[config.mk]
export PLATFORM = sky130hd
export DESIGN_NAME = throttled_event_log_ring
export DESIGN_NICKNAME = d
export VERILOG_FILES = /design/src/hw/rtl/telr_pkg.sv /design/src/hw/rtl/telr_store.sv /design/src/hw/rtl/throttled_event_log_ring.sv
export SDC_FILE = /design/constraint.sdc
export NUM_CORES = 2
export LEC_CHECK = 0
export BUFFER_PORTS_ARGS = -buffer_cell sky130_fd_sc_hd__clkbuf_2
export CAP_MARGIN = 20
export CORE_AREA = 4 4 417 419
export CTS_BUF_LIST = sky130_fd_sc_hd__clkbuf_8
export DETAILED_ROUTE_END_ITERATION = 8
export DIE_AREA = 0 0 421 423
export PLACE_DENSITY = 0.64
export SYNTH_ARGS = -nofsm -noshare
export SYNTH_HDL_FRONTEND = slang
export SYNTH_SLANG_ARGS = --single-unit
[constraint.sdc]
create_clock -name clk_i -period 16.3 [get_ports clk_i]
set_input_delay 1.63 -clock clk_i [delete_from_list [all_inputs] [get_ports clk_i]]
set_output_delay 1.63 -clock clk_i [all_outputs]
set_load 0.05 [all_outputs]
[src/hw/rtl/telr_pkg.sv]
`timescale 1ns / 1ps
// Shared types and constants for the throttled event log ring.
// Holds the request and result structs, store port structs and slot arithmetic.
// Has no dependencies.

package telr_pkg;

  // Number of record slots in the ring.
  localparam int unsigned LogDepth = 24;
  localparam int unsigned IdxW     = $clog2(LogDepth);
  localparam int unsigned CntW     = $clog2(LogDepth + 1);

  // Field widths.
  localparam int unsigned TimeW    = 32;
  localparam int unsigned RateW    = 24;
  localparam int unsigned DistW    = 16;
  localparam int unsigned StatW    = 2;
  localparam int unsigned RdIdxW   = 5;
  localparam int unsigned CountW   = 5;

  // Reset value of the minimum store interval in milliseconds.
  localparam logic [TimeW-1:0] MinIntervalRst = TimeW'(3000);

  // Wide enough for a slot index plus a read index.
  localparam int unsigned SumW = 6;

  typedef enum logic [1:0] {
    ActSample = 2'd0,
    ActClear  = 2'd1,
    ActRead   = 2'd2
  } telr_action_e;

  typedef struct packed {
    logic [1:0]              action;
    logic [TimeW-1:0]        time_ms;
    logic [RateW-1:0]        rate_cpm;
    logic signed [DistW-1:0] distance;
    logic [StatW-1:0]        status_code;
    logic [RdIdxW-1:0]       read_index;
  } telr_in_t;

  typedef struct packed {
    logic                    logged;
    logic                    read_valid;
    logic [TimeW-1:0]        entry_time_ms;
    logic [RateW-1:0]        entry_rate_cpm;
    logic signed [DistW-1:0] entry_distance;
    logic [StatW-1:0]        entry_status;
    logic [CountW-1:0]       entry_count;
  } telr_out_t;

  // One stored record.
  typedef struct packed {
    logic [TimeW-1:0]        time_ms;
    logic [RateW-1:0]        rate_cpm;
    logic signed [DistW-1:0] distance;
    logic [StatW-1:0]        status;
  } telr_rec_t;

  typedef struct packed {
    logic            en;
    logic [IdxW-1:0] addr;
  } telr_port_t;

  // Slot that lies off positions after base, wrapped once around the ring.
  // The caller only uses the result when base + off is below twice the depth.
  function automatic logic [IdxW-1:0] slot_add(logic [IdxW-1:0] base,
                                               logic [RdIdxW-1:0] off);
    logic [SumW-1:0] sum;
    sum = SumW'(base) + SumW'(off);
    if (sum >= SumW'(LogDepth)) begin
      sum = sum - SumW'(LogDepth);
    end
    return sum[IdxW-1:0];
  endfunction

endpackage

[src/hw/rtl/telr_store.sv]
`timescale 1ns / 1ps
// Record store of the event log ring: one write port and one registered read port.
// Depends on telr_pkg.

module telr_store (
  input  logic                 clk_i,
  input  telr_pkg::telr_port_t wr_i,
  input  telr_pkg::telr_rec_t  wdata_i,
  input  telr_pkg::telr_port_t rd_i,
  output telr_pkg::telr_rec_t  rdata_o
);

  telr_pkg::telr_rec_t mem_q [telr_pkg::LogDepth];
  telr_pkg::telr_rec_t rdata_q;

  // Slots have no reset; a slot is only read after it has been written.
  always_ff @(posedge clk_i) begin
    if (wr_i.en) begin
      mem_q[wr_i.addr] <= wdata_i;
    end
    if (rd_i.en) begin
      rdata_q <= mem_q[rd_i.addr];
    end
  end

  assign rdata_o = rdata_q;

endmodule

[src/hw/rtl/throttled_event_log_ring.sv]
`timescale 1ns / 1ps
// Throttled event log ring: a rate-limited measurement log kept in a ring of slots.
// Depends on telr_pkg and telr_store.
//
// Usage:
// Requests enter on the in_* channel (valid/ready). A sample request is stored
// when it is the first since reset or clear, when its status differs from the
// last stored status, or when at least min_interval_ms milliseconds (modulo
// 2^32) have passed since the last store. A full ring overwrites its oldest
// record. A clear request empties the log, and a read request returns the
// record at read_index counted from the oldest, with read_valid set when the
// index is below the held count. Every request yields exactly one result on
// the out_* channel, which always reports the count held after that request.
// The cfg_* channel writes min_interval_ms; it is always ready and should
// only be used while no request is in flight.
// The result is valid in the cycle after acceptance. One request is taken
// every cycle unless a result stalls; the limit is the single ring slot write
// or read done at the accepting clock edge. When the receiver stalls, the
// result is held in the output register and in_ready_o drops until taken.
// After reset the log is empty and min_interval_ms is 3000. The ring slots
// are not cleared and need no clearing pass: a read only reaches slots that
// have been written since the last clear.

module throttled_event_log_ring (
  input  logic                        clk_i,
  input  logic                        rst_ni,

  input  logic                        cfg_valid_i,
  output logic                        cfg_ready_o,
  input  logic [telr_pkg::TimeW-1:0]  cfg_data_i,

  input  logic                        in_valid_i,
  output logic                        in_ready_o,
  input  telr_pkg::telr_in_t          in_data_i,

  output logic                        out_valid_o,
  input  logic                        out_ready_i,
  output telr_pkg::telr_out_t         out_data_o
);

  // Ring and throttle state.
  logic [telr_pkg::IdxW-1:0]  oldest_q, oldest_d;
  logic [telr_pkg::CntW-1:0]  held_q, held_d;
  logic [telr_pkg::TimeW-1:0] last_time_q, last_time_d;
  logic [telr_pkg::StatW-1:0] last_status_q, last_status_d;
  logic                       have_last_q, have_last_d;
  logic [telr_pkg::TimeW-1:0] min_interval_q;

  // Output register. The entry fields come from the store's read register,
  // which is loaded at the same edge as this one.
  logic                         out_valid_q;
  logic                         logged_q, logged_d;
  logic                         hit_q, hit_d;
  logic [telr_pkg::CountW-1:0]  count_q, count_d;

  logic accept;
  logic changed, elapsed, do_store, full;
  logic [telr_pkg::TimeW-1:0] delta;

  telr_pkg::telr_port_t wr_port, rd_port;
  telr_pkg::telr_rec_t  wdata, rdata;

  // The configuration register takes a write in any cycle.
  assign cfg_ready_o = 1'b1;

  // A new request is taken whenever the output register is empty or being drained.
  assign in_ready_o = !out_valid_q || out_ready_i;
  assign accept     = in_valid_i && in_ready_o;

  // The time difference wraps modulo 2^32, so a plain subtract is exact.
  assign delta   = in_data_i.time_ms - last_time_q;
  assign changed = !have_last_q || (in_data_i.status_code != last_status_q);
  assign elapsed = !have_last_q || (delta >= min_interval_q);
  assign full    = (held_q >= telr_pkg::CntW'(telr_pkg::LogDepth));

  assign wdata.time_ms  = in_data_i.time_ms;
  assign wdata.rate_cpm = in_data_i.rate_cpm;
  assign wdata.distance = in_data_i.distance;
  assign wdata.status   = in_data_i.status_code;

  always_comb begin
    oldest_d      = oldest_q;
    held_d        = held_q;
    last_time_d   = last_time_q;
    last_status_d = last_status_q;
    have_last_d   = have_last_q;
    do_store      = 1'b0;
    logged_d      = 1'b0;
    hit_d         = 1'b0;
    wr_port       = '0;
    rd_port       = '0;

    case (in_data_i.action)
      telr_pkg::ActSample: begin
        do_store = changed || elapsed;
        if (do_store) begin
          wr_port.en = 1'b1;
          if (full) begin
            // Overwrite the oldest record and move the oldest mark on by one.
            wr_port.addr = oldest_q;
            if (oldest_q == telr_pkg::IdxW'(telr_pkg::LogDepth - 1)) begin
              oldest_d = '0;
            end else begin
              oldest_d = oldest_q + telr_pkg::IdxW'(1);
            end
          end else begin
            wr_port.addr = telr_pkg::slot_add(oldest_q, telr_pkg::RdIdxW'(held_q));
            held_d       = held_q + telr_pkg::CntW'(1);
          end
          last_time_d   = in_data_i.time_ms;
          last_status_d = in_data_i.status_code;
          have_last_d   = 1'b1;
          logged_d      = 1'b1;
        end
      end
      telr_pkg::ActClear: begin
        held_d      = '0;
        oldest_d    = '0;
        have_last_d = 1'b0;
      end
      telr_pkg::ActRead: begin
        // Only positions below the held count are ever read.
        hit_d        = (telr_pkg::SumW'(in_data_i.read_index) < telr_pkg::SumW'(held_q));
        rd_port.en   = hit_d;
        rd_port.addr = telr_pkg::slot_add(oldest_q, in_data_i.read_index);
      end
      default: begin
        // The unused action code changes nothing and only reports the count.
      end
    endcase

    count_d = telr_pkg::CountW'(held_d);
  end

  // Nothing reaches the store unless the request is actually accepted.
  telr_pkg::telr_port_t wr_gated, rd_gated;
  always_comb begin
    wr_gated    = wr_port;
    rd_gated    = rd_port;
    wr_gated.en = wr_port.en && accept;
    rd_gated.en = rd_port.en && accept;
  end

  telr_store u_store (
    .clk_i   (clk_i),
    .wr_i    (wr_gated),
    .wdata_i (wdata),
    .rd_i    (rd_gated),
    .rdata_o (rdata)
  );

  always_ff @(posedge clk_i or negedge rst_ni) begin
    if (!rst_ni) begin
      oldest_q       <= '0;
      held_q         <= '0;
      last_time_q    <= '0;
      last_status_q  <= '0;
      have_last_q    <= 1'b0;
      min_interval_q <= telr_pkg::MinIntervalRst;
      out_valid_q    <= 1'b0;
      logged_q       <= 1'b0;
      hit_q          <= 1'b0;
      count_q        <= '0;
    end else begin
      if (cfg_valid_i && cfg_ready_o) begin
        min_interval_q <= cfg_data_i;
      end
      if (accept) begin
        oldest_q      <= oldest_d;
        held_q        <= held_d;
        last_time_q   <= last_time_d;
        last_status_q <= last_status_d;
        have_last_q   <= have_last_d;
        logged_q      <= logged_d;
        hit_q         <= hit_d;
        count_q       <= count_d;
        out_valid_q   <= 1'b1;
      end else if (out_ready_i) begin
        out_valid_q   <= 1'b0;
      end
    end
  end

  // Entry fields are zero unless the read found a held record.
  assign out_valid_o               = out_valid_q;
  assign out_data_o.logged         = logged_q;
  assign out_data_o.read_valid     = hit_q;
  assign out_data_o.entry_time_ms  = hit_q ? rdata.time_ms  : '0;
  assign out_data_o.entry_rate_cpm = hit_q ? rdata.rate_cpm : '0;
  assign out_data_o.entry_distance = hit_q ? rdata.distance : '0;
  assign out_data_o.entry_status   = hit_q ? rdata.status   : '0;
  assign out_data_o.entry_count    = count_q;

endmodule

==> reports/summary.txt <==
RD Place Congestion: 0.8054
Leak: 0.02852 uW
Yosys top cell by area: edfxtp_1
Starting Density: 44.68%
filler instances: 14269
endpoints failing setup: 0
final net count: 5637
total power: 11760 uW
final setup margin: 8.343 ns
Setup Skew: 0.07192 ns
Critical path buffers and inverters: 4
CTS resizes: 0
die span in y: 423 um
Area Growth Syn to Fin: 11.84%
die width: 421 um
critical path class: primary input to flop
Max stage delay cell, worst path: buf_4
setup bufs post-CTS: 0
Hold Vio Cnt, Final: 0
Netlist Area Pre-Place: 0.07623 sq mm
Rel. slew slack: 23.59%
RSZ-0062 raised after global routing: no
min Tclk post-route: 7.957 ns
Synth area leaders: edfxtp_1, nand2_1, o22ai_1
DR vias/cell: 5.885
slack of the worst reg-to-reg path: 9.09 ns
GRT Resource Usage Total: 21.56%
hpwl dp: 102000 um
Max Freq: 125.7 MHz
Post-DP Area: 0.07955 sq mm
Critical Path AT: 8.53 ns
Worst-Skew Late Latency: 1.03 ns
Seq/Total Area, Yosys: 75.52%
DRT Wirelength: 197300 um
Largest delay share family, worst path: simple AND/OR/NAND/NOR gates
PortBufs: 200
DRT antenna net count: 0
CTS tree: built
fin area: 0.08525 sq mm
Synth Area per Inst: 14.77 sq um
total I/O pin count: 202
Pins Over Slew Limit: 0
Synth top area share: 72.88%
most frequent cell after synthesis: edfxtp_1
Root Buffer: clkbuf_8
status: finished clean
Worst-path clk slew: 0.06 ns
Synth cell types: 68
final period utilization: 48.82%
H-tree depth: 5
first-pass GRT wire length: 294200 um
CP max FO: 52
Max VDD drop: 0.1130 mV
worst endpoint required time: 16.87 ns
post-synthesis register bit count: 1930
Place WS: 7.005 ns
cts hold-fix bufs: 0
vias in the first global route: 46351
Post-Synthesis Cells: 5160
worst-margin pin slew: 1.146 ns
Wirelength per Cell: 25.01 um
HP Class: flop to flop
largest stage delay on the critical path: 0.85 ns
max_cap viols: 0
initial antenna violation count: 9
fraction of layout cells with a size suffix above 1: 14.78%
clk buf depth: 4
clock net sink count: 1930
Post-synth EDFFs: 1850
Async SR Flop Fraction: 4.145%
largest net degree at the start of global routing: 186
Net Count, Synth: 5361
die area: 0.1781 sq mm
yosys warns: 0
critical path launch point type: primary input
routed via count: 46423
Remaining DRCs: 0
iteration count of the initial detailed-routing pass: 6
cells along the critical path: clkbuf_2 -> ha_1 -> and4_1 -> and4_1 -> nand2_1 -> or4_1 -> a31oi_1 -> nor2_1 -> o311ai_0 -> ha_1 -> nand4_1 -> or3_1 -> or4_4 -> o21ai_2 -> nand3b_1 -> buf_16 -> nor4_2 -> buf_4 -> buf_4
setup TNS: 0 ns
Cell Rows: 152
Setup crit end kind: flop
Commonest cells post-synth: edfxtp_1, nand2_1, o22ai_1
DR iter-0 viols: 4412
CTS Buf Count: 326
post-layout util: 49.98%
Power Density: 137.9 mW/mm^2
Most used DFF post-synth: edfxtp_1
core outline area: 0.1706 sq mm
total gr overflow: 0
-- report_power, final --
part / internal (uW) / total [uW] / leakage, uW / switching [uW]
Combinational: 737 / 2270 / 0.00772 / 1530
Sequential: 5590 / 5650 / 0.0176 / 59.7
Clock: 1980 / 3840 / 0.00321 / 1860
-- placed cells by master, fill, tap and decap left out, types with 12 or more instances in the layout --
master,Yosys,routed
nor2_1,50,42
mux2_2,94,94
nor2b_1,12,12
a31oi_1,234,233
dfrtp_1,73,72
a21o_1,13,13
ha_1,80,80
nand2_1,951,950
o21ai_0,60,60
buf_4,9,78
nor3_1,20,16
a21oi_1,266,265
nor4_2,0,12
nand3_1,16,16
edfxtp_1,1850,1850
xnor2_1,22,22
mux2_4,18,18
clkbuf_8,0,334
o22ai_1,444,444
a311oi_1,224,223
and2_1,77,75
clkinv_2,0,32
clkinv_1,0,74
inv_1,80,167
mux2i_1,76,76
nand2b_1,14,14
clkbuf_2,0,199
-- per-stage QoR --
stage          hold slack [ns]  instances
2_1_floorplan           0.4470       5160
3_3_place_gp            0.4628       7338
3_5_place_dp            0.4782       7338
4_1_cts                 0.4373       7880
5_1_grt                 0.4723       7887
6_report                0.5005       7889
-- per-layer routing --
metal	vias to the layer above	global-route usage [%]	wire length, um
li1	20719	-	-
met1	23402	29.90	83990
met2	1961	35.08	94470
met3	337	3.755	14240
met4	4	6.425	4588
met5	-	0	23
-- tightest hold or removal path, cell delays in order, from the launching register on --
cell and delay [ns]:
dfrtp_1 0.35, nand2_1 0.05, nand2_1 0.06
-- cell type report --
| class | instances | area, sq um | share of cell area, % |
|---|---|---|---|
| clock inverters | 208 | 1020 | 1.196 |
| clock buffers | 334 | 4597 | 5.392 |
| well taps | 2233 | 2794 | 3.277 |
| flip-flops and latches | 1930 | 57570 | 67.52 |
| inverters | 80 | 300.3 | 0.3522 |
| multi-input cells | 2810 | 17140 | 20.11 |
| diodes | 6 | 15.01 | 0.01761 |
| repair buffers | 288 | 1817 | 2.131 |
-- flip-flops by register name, indices dropped and copies added, names as in the netlist --
name,cells
last_time_q,32
u_store.mem_q,1776
last_status_q,2
min_interval_q,32
logged_q,1
u_store.rdata_o,74
out_valid_o,1
have_last_q,1
count_q,5
hit_q,1
oldest_q,5
-- cell families (layout without fill, tap and decap cells) --
family	count (synthesis)	after routing	share of synthesized area [%]
flip-flops	1930	1930	75.52
adder cells (fa/ha/maj)	83	83	1.392
AND/OR/NAND/NOR	1202	1202	6.576
other	1	7	0.004920
buffers and inverters	420	910	2.280
AO/OA/AOI/OAI	1303	1303	11.09
multiplexers	189	189	2.771
XOR/XNOR	32	32	0.3677
-- final timing paths --
| check | cells past startpoint | end | startpoint |
|---|---|---|---|
| worst max register to register | 19 | u_store.mem_q[3][47] | last_time_q[17] |
| min in group asynchronous | 1 | last_time_q[2] | rst_ni |
| worst min-delay path | 2 | logged_q | logged_q |
| max in group asynchronous | 2 | hit_q | rst_ni |
| worst max-delay path | 19 | u_store.mem_q[3][47] | in_data_i[64] |
| worst min register to register | 2 | logged_q | logged_q |
Power figures use the tool's default switching activity.
